$ cat src/rtl/atcls_pkg.sv
`timescale 1ns / 1ps

package atcls_pkg;

   // Character codes that the line parser recognises.
   localparam logic [7:0] BYTE_CR     = 8'h0D;
   localparam logic [7:0] BYTE_LF     = 8'h0A;
   localparam logic [7:0] LOWER_A     = 8'h61;
   localparam logic [7:0] LOWER_Z     = 8'h7A;
   localparam logic [7:0] CASE_OFFSET = 8'h20;
   localparam logic [6:0] CHAR_A      = 7'h41;
   localparam logic [6:0] CHAR_T      = 7'h54;
   localparam logic [6:0] CHAR_SEMI   = 7'h3B;
   localparam logic [6:0] CHAR_NUL    = 7'h00;
   localparam int         CHAR_WIDTH  = 7;

   // Result kinds.
   localparam logic KIND_CHAR = 1'b0;
   localparam logic KIND_END  = 1'b1;

   // Controller states.
   typedef enum logic [2:0] {
      ST_IDLE,
      ST_LOAD,
      ST_READ0,
      ST_CHECK_A,
      ST_CHECK_T,
      ST_SCAN,
      ST_END
   } atcls_state_type;

   // Commands from the controller to the datapath.
   typedef struct packed {
      logic write;
      logic load;
      logic advance;
      logic clear;
      logic scan;
      logic flush;
      logic emit_end;
   } atcls_cmd_type;

   // Status from the datapath to the controller.
   typedef struct packed {
      logic eol;
      logic fill_short;
      logic char_is_a;
      logic char_is_t;
      logic body_end;
   } atcls_status_type;

endpackage

$ cat src/rtl/atcls_ram.sv
`timescale 1ns / 1ps

module atcls_ram #(
   parameter int WIDTH = 7,
   parameter int DEPTH = 32
) (
   input  logic                     clock,
   input  logic                     wr_en,
   input  logic [$clog2(DEPTH)-1:0] wr_addr,
   input  logic [WIDTH-1:0]         wr_data,
   input  logic [$clog2(DEPTH)-1:0] rd_addr,
   output logic [WIDTH-1:0]         rd_data
);

   logic [WIDTH-1:0] mem [DEPTH];
   logic [WIDTH-1:0] rd_data_ff;

   // Single write port and a registered read port.
   always_ff @(posedge clock) begin
      if (wr_en) begin
         mem[wr_addr] <= wr_data;
      end
      rd_data_ff <= mem[rd_addr];
   end

   assign rd_data = rd_data_ff;

endmodule

$ cat src/rtl/atcls_dp.sv
`timescale 1ns / 1ps

module atcls_dp #(
   parameter int DEPTH = 32
) (
   input  logic                          clock,
   input  logic                          reset,
   input  atcls_pkg::atcls_cmd_type      cmd,
   output atcls_pkg::atcls_status_type   status,
   input  logic [7:0]                    req_in_byte,
   output logic                          rsp_strobe,
   output logic                          rsp_kind,
   output logic [6:0]                    rsp_ch,
   output logic                          rsp_seg_first,
   output logic                          rsp_seg_last,
   output logic                          rsp_last
);

   localparam int AW = $clog2(DEPTH);
   localparam int CW = $clog2(DEPTH + 1);

   logic [AW-1:0] wr_pos_ff, wr_pos_in;
   logic [CW-1:0] fill_ff, fill_in;
   logic [AW-1:0] rd_ptr_ff, rd_ptr_in;
   logic [CW-1:0] remain_ff, remain_in;
   logic          pend_valid_ff, pend_valid_in;
   logic [6:0]    pend_ch_ff, pend_ch_in;
   logic          pend_first_ff, pend_first_in;
   logic          rsp_strobe_ff, rsp_strobe_in;
   logic          rsp_kind_ff, rsp_kind_in;
   logic [6:0]    rsp_ch_ff, rsp_ch_in;
   logic          rsp_seg_first_ff, rsp_seg_first_in;
   logic          rsp_seg_last_ff, rsp_seg_last_in;
   logic          rsp_last_ff, rsp_last_in;

   logic [7:0]    folded;
   logic [6:0]    wr_char;
   logic [6:0]    rd_data;
   logic [CW:0]   wr_ext;
   logic [CW:0]   fill_ext;
   logic [CW:0]   start_full;
   logic [AW-1:0] start_pos;

   // Upper-case fold of a..z only, then drop bit 7.
   always_comb begin
      if (req_in_byte >= atcls_pkg::LOWER_A && req_in_byte <= atcls_pkg::LOWER_Z) begin
         folded = req_in_byte - atcls_pkg::CASE_OFFSET;
      end else begin
         folded = req_in_byte;
      end
      wr_char = folded[6:0];
   end

   // The oldest stored character sits fill places behind the write position.
   always_comb begin
      wr_ext   = (CW + 1)'(wr_pos_ff);
      fill_ext = (CW + 1)'(fill_ff);
      if (wr_ext >= fill_ext) begin
         start_full = wr_ext - fill_ext;
      end else begin
         start_full = wr_ext + (CW + 1)'(DEPTH) - fill_ext;
      end
      start_pos = start_full[AW-1:0];
   end

   atcls_ram #(
      .WIDTH (atcls_pkg::CHAR_WIDTH),
      .DEPTH (DEPTH)
   ) u_ring (
      .clock   (clock),
      .wr_en   (cmd.write),
      .wr_addr (wr_pos_ff),
      .wr_data (wr_char),
      .rd_addr (rd_ptr_ff),
      .rd_data (rd_data)
   );

   // Status towards the controller.
   always_comb begin
      status.eol        = (req_in_byte == atcls_pkg::BYTE_CR) ||
                          (req_in_byte == atcls_pkg::BYTE_LF);
      status.fill_short = fill_ff < CW'(3);
      status.char_is_a  = rd_data == atcls_pkg::CHAR_A;
      status.char_is_t  = rd_data == atcls_pkg::CHAR_T;
      status.body_end   = (remain_ff == '0) || (rd_data == atcls_pkg::CHAR_NUL);
   end

   // Ring pointers and the read walk.
   always_comb begin
      wr_pos_in = wr_pos_ff;
      fill_in   = fill_ff;
      rd_ptr_in = rd_ptr_ff;
      remain_in = remain_ff;
      if (cmd.write) begin
         wr_pos_in = (wr_pos_ff == AW'(DEPTH - 1)) ? '0 : wr_pos_ff + 1'b1;
         if (fill_ff != CW'(DEPTH)) begin
            fill_in = fill_ff + 1'b1;
         end
      end
      if (cmd.load) begin
         rd_ptr_in = start_pos;
         remain_in = fill_ff;
      end else if (cmd.advance) begin
         rd_ptr_in = (rd_ptr_ff == AW'(DEPTH - 1)) ? '0 : rd_ptr_ff + 1'b1;
         remain_in = remain_ff - 1'b1;
      end
      if (cmd.clear) begin
         wr_pos_in = '0;
         fill_in   = '0;
      end
   end

   // Segment splitting: one character is held back until the next one shows
   // whether it closes its segment.
   always_comb begin
      pend_valid_in    = pend_valid_ff;
      pend_ch_in       = pend_ch_ff;
      pend_first_in    = pend_first_ff;
      rsp_strobe_in    = 1'b0;
      rsp_kind_in      = atcls_pkg::KIND_CHAR;
      rsp_ch_in        = pend_ch_ff;
      rsp_seg_first_in = pend_first_ff;
      rsp_seg_last_in  = 1'b0;
      rsp_last_in      = 1'b0;
      if (cmd.load) begin
         pend_valid_in = 1'b0;
      end
      if (cmd.scan) begin
         rsp_strobe_in = pend_valid_ff;
         if (rd_data == atcls_pkg::CHAR_SEMI) begin
            rsp_seg_last_in = 1'b1;
            pend_valid_in   = 1'b0;
         end else begin
            pend_ch_in    = rd_data;
            pend_first_in = !pend_valid_ff;
            pend_valid_in = 1'b1;
         end
      end
      if (cmd.flush) begin
         rsp_strobe_in   = pend_valid_ff;
         rsp_seg_last_in = 1'b1;
         pend_valid_in   = 1'b0;
      end
      if (cmd.emit_end) begin
         rsp_strobe_in    = 1'b1;
         rsp_kind_in      = atcls_pkg::KIND_END;
         rsp_ch_in        = atcls_pkg::CHAR_NUL;
         rsp_seg_first_in = 1'b0;
         rsp_seg_last_in  = 1'b0;
         rsp_last_in      = 1'b1;
      end
   end

   // Control registers.
   always_ff @(posedge clock) begin
      if (reset) begin
         wr_pos_ff     <= '0;
         fill_ff       <= '0;
         pend_valid_ff <= 1'b0;
         rsp_strobe_ff <= 1'b0;
      end else begin
         wr_pos_ff     <= wr_pos_in;
         fill_ff       <= fill_in;
         pend_valid_ff <= pend_valid_in;
         rsp_strobe_ff <= rsp_strobe_in;
      end
   end

   // Payload registers.
   always_ff @(posedge clock) begin
      rd_ptr_ff        <= rd_ptr_in;
      remain_ff        <= remain_in;
      pend_ch_ff       <= pend_ch_in;
      pend_first_ff    <= pend_first_in;
      rsp_kind_ff      <= rsp_kind_in;
      rsp_ch_ff        <= rsp_ch_in;
      rsp_seg_first_ff <= rsp_seg_first_in;
      rsp_seg_last_ff  <= rsp_seg_last_in;
      rsp_last_ff      <= rsp_last_in;
   end

   assign rsp_strobe    = rsp_strobe_ff;
   assign rsp_kind      = rsp_kind_ff;
   assign rsp_ch        = rsp_ch_ff;
   assign rsp_seg_first = rsp_seg_first_ff;
   assign rsp_seg_last  = rsp_seg_last_ff;
   assign rsp_last      = rsp_last_ff;

endmodule

$ cat src/rtl/atcls_ctrl.sv
`timescale 1ns / 1ps

module atcls_ctrl (
   input  logic                         clock,
   input  logic                         reset,
   input  logic                         start,
   output logic                         busy,
   input  atcls_pkg::atcls_status_type  status,
   output atcls_pkg::atcls_cmd_type     cmd
);

   atcls_pkg::atcls_state_type state_ff, state_in;

   // State register.
   always_ff @(posedge clock) begin
      if (reset) begin
         state_ff <= atcls_pkg::ST_IDLE;
      end else begin
         state_ff <= state_in;
      end
   end

   // Next state and datapath commands.
   always_comb begin
      state_in = state_ff;
      cmd      = '0;
      busy     = 1'b1;
      case (state_ff)
         atcls_pkg::ST_IDLE: begin
            busy      = 1'b0;
            cmd.write = start;
            if (start && status.eol) begin
               state_in = atcls_pkg::ST_LOAD;
            end
         end
         atcls_pkg::ST_LOAD: begin
            cmd.load = 1'b1;
            if (status.fill_short) begin
               cmd.clear = 1'b1;
               state_in  = atcls_pkg::ST_IDLE;
            end else begin
               state_in = atcls_pkg::ST_READ0;
            end
         end
         atcls_pkg::ST_READ0: begin
            cmd.advance = 1'b1;
            state_in    = atcls_pkg::ST_CHECK_A;
         end
         atcls_pkg::ST_CHECK_A: begin
            if (status.char_is_a) begin
               cmd.advance = 1'b1;
               state_in    = atcls_pkg::ST_CHECK_T;
            end else begin
               cmd.clear = 1'b1;
               state_in  = atcls_pkg::ST_IDLE;
            end
         end
         atcls_pkg::ST_CHECK_T: begin
            if (status.char_is_t) begin
               cmd.advance = 1'b1;
               state_in    = atcls_pkg::ST_SCAN;
            end else begin
               cmd.clear = 1'b1;
               state_in  = atcls_pkg::ST_IDLE;
            end
         end
         atcls_pkg::ST_SCAN: begin
            if (status.body_end) begin
               cmd.flush = 1'b1;
               state_in  = atcls_pkg::ST_END;
            end else begin
               cmd.scan    = 1'b1;
               cmd.advance = 1'b1;
            end
         end
         atcls_pkg::ST_END: begin
            cmd.emit_end = 1'b1;
            cmd.clear    = 1'b1;
            state_in     = atcls_pkg::ST_IDLE;
         end
         default: begin
            state_in = atcls_pkg::ST_IDLE;
         end
      endcase
   end

endmodule

$ cat src/rtl/at_command_line_splitter_top.sv
`timescale 1ns / 1ps

// AT command line splitter.
// Request channel: a received byte on req_in_byte is taken at a rising edge
// where start is high and busy is low. Each byte is folded to upper case,
// trimmed to 7 bits and stored in a ring of DEPTH characters.
// A byte that does not end a line leaves busy low.
// A CR or LF byte ends the line and raises busy while the ring is walked one
// character a cycle through the registered read port of the ring memory.
// Busy then stays high until the walk reaches the end of the stored line or a
// NUL, and drops early when the line is shorter than three characters or does
// not open with AT.
// Result channel: rsp_strobe marks each result for exactly one cycle. Segment
// characters come with rsp_seg_first / rsp_seg_last, and a final result with
// rsp_kind and rsp_last set closes an accepted line. The end result sits on
// the ports in the first cycle with busy low again.
// The receiver cannot stall; results are simply presented once.
// Reset empties the ring (no clearing pass), returns the controller to idle
// and removes any pending result.
module at_command_line_splitter_top #(
   parameter int DEPTH = 32
) (
   input  logic       clock,
   input  logic       reset,
   input  logic       start,
   output logic       busy,
   input  logic [7:0] req_in_byte,
   output logic       rsp_strobe,
   output logic       rsp_kind,
   output logic [6:0] rsp_ch,
   output logic       rsp_seg_first,
   output logic       rsp_seg_last,
   output logic       rsp_last
);

   atcls_pkg::atcls_cmd_type    cmd;
   atcls_pkg::atcls_status_type status;

   atcls_ctrl u_ctrl (
      .clock  (clock),
      .reset  (reset),
      .start  (start),
      .busy   (busy),
      .status (status),
      .cmd    (cmd)
   );

   atcls_dp #(
      .DEPTH (DEPTH)
   ) u_dp (
      .clock         (clock),
      .reset         (reset),
      .cmd           (cmd),
      .status        (status),
      .req_in_byte   (req_in_byte),
      .rsp_strobe    (rsp_strobe),
      .rsp_kind      (rsp_kind),
      .rsp_ch        (rsp_ch),
      .rsp_seg_first (rsp_seg_first),
      .rsp_seg_last  (rsp_seg_last),
      .rsp_last      (rsp_last)
   );

`ifndef SYNTH
   // A request just taken never produces a result in the following cycle.
   a_no_rsp_after_req: assert property (@(posedge clock) disable iff (reset)
      start && !busy |=> !rsp_strobe)
      else $error("result strobe directly after an accepted request");

   // The end result is shown only once the controller is idle again.
   a_end_when_idle: assert property (@(posedge clock) disable iff (reset)
      rsp_strobe && rsp_kind == atcls_pkg::KIND_END |-> !busy)
      else $error("end result while the controller is still busy");

   // The end result carries no character and is the final one.
   a_end_shape: assert property (@(posedge clock) disable iff (reset)
      rsp_strobe && rsp_last |->
         rsp_kind == atcls_pkg::KIND_END && rsp_ch == atcls_pkg::CHAR_NUL &&
         !rsp_seg_first && !rsp_seg_last)
      else $error("malformed end result");

   // Segment characters are never separators or terminators.
   a_char_content: assert property (@(posedge clock) disable iff (reset)
      rsp_strobe && rsp_kind == atcls_pkg::KIND_CHAR |->
         rsp_ch != atcls_pkg::CHAR_SEMI && rsp_ch != atcls_pkg::CHAR_NUL)
      else $error("separator or NUL emitted as a segment character");
`endif

endmodule
$ cat config.mk
export PLATFORM = sky130hd
export DESIGN_NAME = at_command_line_splitter_top
export DESIGN_NICKNAME = d
export VERILOG_FILES = /design/src/rtl/atcls_pkg.sv /design/src/rtl/atcls_ram.sv /design/src/rtl/atcls_dp.sv /design/src/rtl/atcls_ctrl.sv /design/src/rtl/at_command_line_splitter_top.sv
export SDC_FILE = /design/constraint.sdc
export NUM_CORES = 1
export LEC_CHECK = 0
export ABC_AREA = 1
export BUFFER_PORTS_ARGS = -buffer_cell sky130_fd_sc_hd__clkbuf_2
export CORE_MARGIN = 3
export CORE_UTILIZATION = 60
export DETAILED_ROUTE_END_ITERATION = 8
export MAX_ROUTING_LAYER = met4
export PLACE_DENSITY = 0.77
export SKIP_CTS_REPAIR_TIMING = 1
export SLEW_MARGIN = 40
export SYNTH_ARGS = -nofsm -noshare
export SYNTH_HDL_FRONTEND = slang
export SYNTH_SLANG_ARGS = --single-unit
$ cat constraint.sdc
create_clock -name clock -period 2.1 [get_ports clock]
set_input_delay 0 -clock clock [delete_from_list [all_inputs] [get_ports clock]]
set_output_delay 0 -clock clock [all_outputs]
set_load 0.02 [all_outputs]
==> impl_metrics.tcl, run 1 <==
set metrics [dict create \
    whs_ns 0.0263 \
    synth_nets 1303 \
    peakVddDrop_mv 0.818 \
    io_buffers 23 \
    area_growth_pct 13.0 \
    fillers 1449 \
    cp_max_fo 8 \
    yosysTopAreaCell "edfxtp_1" \
    synth_common_cells "386 x nand2_1, 243 x edfxtp_1, 209 x inv_1, 180 x nand3_1, 78 x nor2_1" \
    synth_top_area_share 0.589 \
    synth-seq-area-share 0.642 \
    synth_enable_flop_cells 243 \
    wl_per_cell_um 17.0 \
    postSynthCellCount 1276 \
    drcViolationCount 0 \
    arrival_ns 2.20 \
    start_util 0.625 \
    dr.pass1.iters 5 \
    cp_slowest_cell "nand2_1" \
    drive_above_1_share 0.101 \
    root_buffer "clkbuf_16" \
    routed_wl_um 27700 \
    die_w_um 150 \
    grt_pass1_vias 8209 \
    slew_headroom 0.616 \
    cap_violations 0 \
    overflow 0 \
    leakage_nw 6.09 \
    die-area_mm2 0.0224 \
    core_mm2 0.0198 \
    fin_area_mm2 0.0140 \
    postLayoutCoreUtil 0.706 \
    period_share 0.932 \
    post-place-cells 1565 \
    startpoint_type "flip-flop" \
    yosys_most_used_dff "edfxtp_1" \
    fin_nets 1368 \
    track_usage 0.258 \
    io_pins 24 \
    cp_cell_sequence "inv_1 -> nand3_2 -> nor2_4 -> nand2_1 -> nor2_1 -> buf_4" \
    n_antenna_cell 0 \
    cts.path.max_buffers 3 \
    clkLatencyLatePin_ns 0.54 \
    rows 51 \
    synth.most_common_cell "nand2_1" \
    slowest_delay_ns 0.37 \
    timing.fmax_mhz 511 \
    antenna_found_initial 0 \
    synth_cell_types 32 \
    dp_hpwl_um 17700 \
    detail-route-antenna-nets 0 \
    hold_path.class "input port to flip-flop" \
    path_clk_slew_ns 0.06 \
    p_per_area_mw_per_mm2 808 \
    synth.avg_cell_area_um2 9.71 \
    worstSetupEndpointType "flip-flop" \
    fin_crit_ns 1.96 \
    ys_top_cells_by_area "edfxtp_1 59%, nand2_1 12%, nand3_1 7.3%, inv_1 6.3%, dfxtp_1 5.3%" \
    vias 8675 \
    fin_skew_ns 0.0148 \
    cp.buffers_inverters 2 \
    tightestPinTransition_ns 0.575 \
    ys.warnings.count 0 \
    cts_buffers 28 \
    ys_ff_latch 276 \
    via_per_inst 5.33 \
    layout.cells.non_filler 1628 \
    slew_violations 0 \
    place_area_mm2 0.0130 \
    setup_violations 0 \
    hold_violations 0 \
    htree_levels 1 \
    status "finished, final reports clean" \
    cts.sinks 276 \
    synth.cell_area_mm2 0.0124 \
    gp_congestion 0.909 \
    die_y_um 150 \
    grt_first_pass_wirelength_um 43000 \
    tritoncts "built" \
    ys_async_sr_fraction 0 \
    grt_max_degree 81 \
    cp_top_family "simple AND/OR/NAND/NOR gates" \
    path_class "flip-flop to flip-flop" \
    drtIter0Drc 828 \
    crit_required_ns 2.35 \
]
-- final timing paths --
check	start	end	slack, ns	cells past startpoint
worst min register to register	u_dp.pend_ch_ff[1]	u_dp.rsp_ch[1]	0.47	2
worst min-delay path	req_in_byte[0]	u_dp.u_ring.mem[15][0]	0.03	2
worst max-delay path	u_ctrl.state_ff[1]	u_dp.u_ring.mem[6][5]	0.14	6
worst max register to register	u_ctrl.state_ff[1]	u_dp.u_ring.mem[6][5]	0.14	6
-- where the power goes --
part | total [mW] | internal (mW) | switching, mW
clock network | 5.00 | 3.01 | 1.99
registers | 6.02 | 5.99 | 0.0206
logic | 0.308 | 0.0830 | 0.225
total | 11.3 | 9.08 | 2.23
-- cells in the final DEF, fill, tap and decap left out, types with 3 or more instances in the layout --
cell type,synthesis,layout
edfxtp_1,243,243
clkbuf_1,11,6
nor3_1,11,11
bufinv_16,0,4
ha_1,15,15
clkbuf_2,1,23
clkbuf_16,0,29
buf_4,7,56
nand4_1,4,4
clkinvlp_4,0,3
nor2_1,78,78
buf_12,0,3
inv_2,7,7
nand3_1,180,180
a21oi_1,5,5
inv_1,209,209
o22ai_1,3,3
dfxtp_1,33,33
nor2_2,2,3
xnor2_1,6,6
dlygate4sd3_1,0,6
nand2_1,386,386
clkinv_1,0,8
xor2_1,8,8
o21ai_0,22,22
-- per-stage QoR --
step                      power [mW]  setup WS, ns   TNS, ns
after global routing            11.6      -0.00417  -0.00417
final                           11.3         0.142         0
after global placement          6.41         0.207         0
after CTS                       11.4        0.0847         0
after floorplan                 6.26         0.150         0
after detailed placement        6.42         0.144         0
-- per-layer routing --
layer	share of wire	up-vias	track usage
met1	0.41	4025	0.333
met4	0.036	0	0.100
li1	-	4229	-
met5	0	-	-
met3	0.083	69	0.0424
met2	0.47	352	0.416
-- logic make-up after synthesis --
kind of cell,count (synthesis),synth area share
compound gates,33,0.0143
xor+xnor,14,0.00989
fa+ha+maj,16,0.0168
buf+inv,270,0.0913
flops,276,0.642
simple gates,667,0.226
-- sequential cells by signal, indices dropped and copies added (netlist names) --
signal / flops
u_dp.pend_valid_ff: 1
u_dp.u_ring.rd_data: 7
u_dp.wr_pos_ff: 5
u_dp.pend_first_ff: 1
u_dp.rsp_strobe: 1
u_dp.fill_ff: 6
u_dp.u_ring.mem: 224
u_dp.rsp_ch: 7
u_dp.pend_ch_ff: 7
u_ctrl.state_ff: 3
u_dp.rd_ptr_ff: 5
u_dp.remain_ff: 6
u_dp.rsp_seg_first: 1
u_dp.rsp_seg_last: 1
u_dp.rsp_kind: 1
-- area by class of cell --
class	count	area, um^2	share of cell area
sequential	276	7960	0.568
multi-input combinational	731	3320	0.237
inverter	216	811	0.0579
clock buffer	35	748	0.0534
timing repair buffer	88	656	0.0468
tap	265	332	0.0237
clock inverter	17	186	0.0133
No activity file was read; power rests on OpenSTA's default activity.
==> inputs of run 2 (changes only) <==
BUFFER_PORTS_ARGS = not set   (was -buffer_cell sky130_fd_sc_hd__clkbuf_2)
DONT_BUFFER_PORTS = 1   (was not set)
PLACE_DENSITY = 0.76   (was 0.77)
SETUP_SLACK_MARGIN = 0.2   (was not set)
==> run 2 against run 1 <==
The flow now finishes with violations (negative hold slack). Clock skew grew 0.0017 ns. Non-clock buffer count shrank 16. Design area is 0.96% higher. Critical endpoint is now u_dp.u_ring.mem[4][5]. Highest routed layer unchanged.
==> impl_metrics.tcl, run 2 (synthesis results as in run 1) <==
set metrics [dict create \
    fin_nets 1351 \
    hold_violations 2 \
    io_buffers 0 \
    overflow 0 \
    cts.path.max_buffers 3 \
    final_common_cell "nand2_1" \
    worstHoldStart "req_in_byte[0]" \
    vias 8712 \
    arrival_ns 2.15 \
    fin_crit_ns 1.91 \
    fin_skew_ns 0.0166 \
    rsz0062_at_grt "true" \
    leakage_nw 6.10 \
    cts.sinks 276 \
    start_util 0.625 \
    cp_max_fo 8 \
    wl_per_cell_um 18.1 \
    slew_violations 0 \
    rr_worst_depth 6 \
    drtIter0Drc 942 \
    grt_first_pass_wirelength_um 44300 \
    postLayoutCoreUtil 0.713 \
    tritoncts "built" \
    via_per_inst 5.39 \
    reg2reg_setup_slack_ns 0.19 \
    rows 51 \
    antenna_found_initial 2 \
    min_to "u_ctrl.state_ff[0]" \
    hold_path.class "input port to flip-flop" \
    setup_violations 0 \
    whs_ns -0.0640 \
    grt_pass1_vias 8261 \
    cts_buffers 28 \
    cap_violations 0 \
    grt_max_degree 113 \
    min_path_cells 7 \
    top_register "u_dp.u_ring.mem" \
    r2r-end "u_dp.u_ring.mem[4][5]" \
    drcViolationCount 0 \
    worstSetupEndpointType "flip-flop" \
    p_per_area_mw_per_mm2 822 \
    peakVddDrop_mv 0.691 \
    violations "negative hold slack" \
    root_buffer "clkbuf_16" \
    fin_tns_setup_ns 0 \
    die_w_um 150 \
    clkLatencyLatePin_ns 0.54 \
    htree_levels 1 \
    dp_slack_ns 0.267 \
    slew_headroom 0.630 \
    area_growth_pct 14.1 \
    startpoint_type "flip-flop" \
    track_usage 0.263 \
    crit_required_ns 2.34 \
    tightestPinTransition_ns 0.554 \
    io_pins 24 \
    dr.pass1.iters 5 \
    fin_ws_ns 0.189 \
    status "finished with violations" \
    layout.cells.non_filler 1616 \
    r2r-start "u_ctrl.state_ff[1]" \
    dp_hpwl_um 17700 \
    largest_register_ffs 224 \
    path_clk_slew_ns 0.06 \
    path_class "flip-flop to flip-flop" \
    die_y_um 150 \
    detail-route-antenna-nets 0 \
    timing.fmax_mhz 523 \
    final_cell_mix "385 x nand2_1, 243 x edfxtp_1, 208 x inv_1" \
    post-place-cells 1539 \
    drive_above_1_share 0.0951 \
    die-area_mm2 0.0224 \
    core_mm2 0.0198 \
    period_share 0.910 \
    gp_congestion 0.954 \
    routed_wl_um 29300 \
]
-- run 2: cell types whose count changed in the layout (fill, tap and decap cells not counted), sizes merged --
cell,delta
buf,+1
clkbuf,-19
clkinvlp,-2
clkinv,-2
bufinv,+1
nor2,-1
diode,+5
dlygate4sd3,+5
-- run 2: layer usage --
layer,track usage,part of all wire
met3,0.0418,0.079
met2,0.420,0.48
met5,-,0
met4,0.0837,0.030
met1,0.353,0.41
-- run 2: how the worst max path moves through the flow --
| stage | endpoint | start | slack (ns) |
|---|---|---|---|
| 2_1_floorplan | u_dp.u_ring.mem[23][0] | u_ctrl.state_ff[1] | 0.15 |
| 3_3_place_gp | u_dp.u_ring.rd_data[3] | u_dp.rd_ptr_ff[0] | 0.27 |
| 3_5_place_dp | u_dp.u_ring.rd_data[3] | u_dp.rd_ptr_ff[0] | 0.27 |
| 4_1_cts | u_dp.u_ring.mem[31][1] | u_ctrl.state_ff[1] | 0.25 |
| 5_1_grt | u_dp.u_ring.mem[10][5] | u_ctrl.state_ff[1] | 0.13 |
| 6_report | u_dp.u_ring.mem[4][5] | u_ctrl.state_ff[1] | 0.19 |
-- run 2: final cells by class --
class	instances	area, um^2
flip-flops and latches	276	7960
fillers	1417	5700
multi-input cells	730	3330
inverters	216	811
clock buffers	38	800
repair buffers	72	701
well taps	265	332
clock inverters	14	199
diodes	5	12.5
-- run 2: where the power goes --
part | switching [mW] | total, mW | internal (mW)
registers | 0.0203 | 6.01 | 5.99
clock network | 2.02 | 5.29 | 3.27
logic | 0.216 | 0.314 | 0.0980
total | 2.26 | 11.6 | 9.36
-- run 2: critical path, cell delays in order, from the launching register on --
cell and delay [ns]:
dfxtp_1 0.34, inv_1 0.09, nand3_2 0.12, nor2_4 0.23
nand2_1 0.37, nor2_1 0.25, buf_4 0.21
-- run 2: per-stage QoR --
stage / power, mW / instance area [um^2]
after detailed placement: 6.32 / 12800
after floorplan: 6.26 / 12400
after global routing: 11.9 / 14100
after CTS: 11.6 / 13800
final: 11.6 / 14100
after global placement: 6.32 / 12800
==> inputs of run 3 (changes only) <==
CELL_PAD_IN_SITES_DETAIL_PLACEMENT = 1   (was not set)
CELL_PAD_IN_SITES_GLOBAL_PLACEMENT = 1   (was not set)
CORE_UTILIZATION = 50   (was 60)
CTS_CLUSTER_SIZE = 16   (was not set)
PLACE_DENSITY = 0.79   (was 0.76)
==> run 3 against run 2 <==
Core utilization down 11 points. Flip-flop and latch count unchanged. Via count increased by 5.5%. The run now ends clean. Largest cell class unchanged. Wire length is 25% higher.
==> impl_metrics.tcl, run 3 (synthesis results as in run 1) <==
set metrics [dict create \
    status "finished, final reports clean" \
    area_growth_pct 15.4 \
    fillers 2611 \
    io_pins 24 \
    gp_congestion 0.880 \
    tritoncts "built" \
    routed.top_layer "met4" \
    dr.pass1.iters 5 \
    crit_required_ns 2.54 \
    min_path_cells 8 \
    fin_nets 1360 \
    grt_pass1_vias 9760 \
    p_per_area_mw_per_mm2 827 \
    drtIter0Drc 877 \
    met3_length_um 1990 \
    grt_first_pass_wirelength_um 54400 \
    wl_per_cell_um 21.9 \
    clkLatencyLatePin_ns 0.55 \
    cp.buffers_inverters 2 \
    cts.path.max_buffers 3 \
    fin_tns_setup_ns 0 \
    hold_path.class "input port to flip-flop" \
    hold_violations 0 \
    die_w_um 163 \
    top_register "u_dp.u_ring.mem" \
    slowest_delay_ns 0.60 \
    drcViolationCount 0 \
    min_to "u_ctrl.state_ff[1]" \
    worstHoldStart "req_in_byte[3]" \
    slew_violations 0 \
    worstSetupEndpointType "flip-flop" \
    grt_max_degree 91 \
    r2r-start "u_dp.wr_pos_ff[3]" \
    final_common_cell "nand2_1" \
    final_cell_mix "385 x nand2_1, 243 x edfxtp_1, 208 x inv_1" \
    period_share 0.905 \
    track_usage 0.276 \
    rr_worst_depth 8 \
    met1_length_um 14800 \
    vias 9187 \
    drive_above_1_share 0.103 \
    htree_levels 1 \
    overflow 0 \
    timing.fmax_mhz 526 \
    multi_input_area_mm2 0.00334 \
    power_mw 11.8 \
    tightestPinTransition_ns 0.504 \
    startpoint_type "flip-flop" \
    fin_crit_ns 1.90 \
    root_buffer "clkbuf_16" \
    path_class "flip-flop to flip-flop" \
    core_mm2 0.0239 \
    largest_register_ffs 224 \
    fin_skew_ns 0.0187 \
    cp_slowest_cell "dfxtp_1" \
    peakVddDrop_mv 0.721 \
    path_clk_slew_ns 0.07 \
    start_util 0.519 \
    register_area_mm2 0.00796 \
    cts.sinks 276 \
    routed-wl-met2_um 18900 \
    slew_headroom 0.664 \
    die-area_mm2 0.0267 \
    cp_cell_sequence "inv_1 -> nor3_1 -> ha_1 -> inv_1 -> o21ai_0 -> nor2_1 -> a21oi_1 -> nor2_1" \
    routed_wl_um 36600 \
    io_buffers 0 \
    antenna_found_initial 0 \
    via_per_inst 5.49 \
    arrival_ns 2.34 \
    leakage_nw 6.15 \
    n_antenna_cell 0 \
    dp_hpwl_um 21600 \
    cts_buffers 29 \
    reg2reg_setup_slack_ns 0.20 \
    r2r-end "u_dp.wr_pos_ff[2]" \
    setup_violations 0 \
    rsz0062_at_grt "true" \
    cp_max_fo 9 \
    detail-route-antenna-nets 0 \
    die_y_um 163 \
    cp_top_family "flip-flops" \
    cap_violations 0 \
    rows 56 \
]
run 3: cell types whose count changed in the layout (fill, tap and decap cells not counted), sizes merged:
cell         previous run  this run
buf                    60        69
clkbuf                 39        38
clkinv                  8         9
clkinvlp                1         2
diode                   5         0
dlygate4sd3            11        10
inv                   216       215
run 3: layout make-up:
type	instances	share of cell area
clock inverters	15	0.0139
well taps	319	0.0279
clock buffers	37	0.0571
multi-input cells	730	0.234
inverters	216	0.0568
flip-flops and latches	276	0.556
repair buffers	80	0.0542
run 3: per-layer routing:
metal,GRT usage,vias up
met1,0.343,4651
met4,0.0754,0
met3,0.0358,66
met2,0.479,268
met5,-,-
li1,-,4202
run 3: how the worst max path moves through the flow:
stage / start / to / slack (ns) / cells past startpoint
CTS: u_dp.wr_pos_ff[0] / u_dp.rd_ptr_ff[4] / 0.13 / 6
global placement: u_dp.wr_pos_ff[0] / u_dp.rd_ptr_ff[4] / 0.27 / 6
detailed placement: u_dp.wr_pos_ff[0] / u_dp.rd_ptr_ff[4] / 0.18 / 6
finish: u_dp.wr_pos_ff[3] / u_dp.wr_pos_ff[2] / 0.20 / 8
floorplan: u_ctrl.state_ff[1] / u_dp.u_ring.mem[23][0] / 0.15 / 7
global route: u_dp.wr_pos_ff[3] / u_dp.wr_pos_ff[2] / 0.12 / 8
run 3: worst min-delay path, delay by kind of cell:
| kind | cells | cell delay, ns |
|---|---|---|
| buffers and inverters | 1 | 0.08 |
| AND/OR/NAND/NOR | 7 | 0.44 |
run 3: power by group:
group	switching, mW	internal, mW	leakage (nW)
Clock	2.12	3.34	0.493
Sequential	0.0213	5.99	2.47
Combinational	0.248	0.109	3.19
Total	2.39	9.44	6.15
run 3: through the flow:
step / setup WS (ns) / utilization / cells / hold WS, ns / area [um^2]
6_report: 0.198 / 0.599 / 1673 / 0.0297 / 14300
5_1_grt: 0.123 / 0.599 / 1673 / 0.0585 / 14300
4_1_cts: 0.135 / 0.586 / 1652 / -0.495 / 14000
3_5_place_dp: 0.181 / 0.544 / 1600 / 0.0819 / 13000
3_3_place_gp: 0.270 / 0.544 / 1600 / 0.0830 / 13000
2_1_floorplan: 0.150 / - / 1276 / 0.0723 / 12400
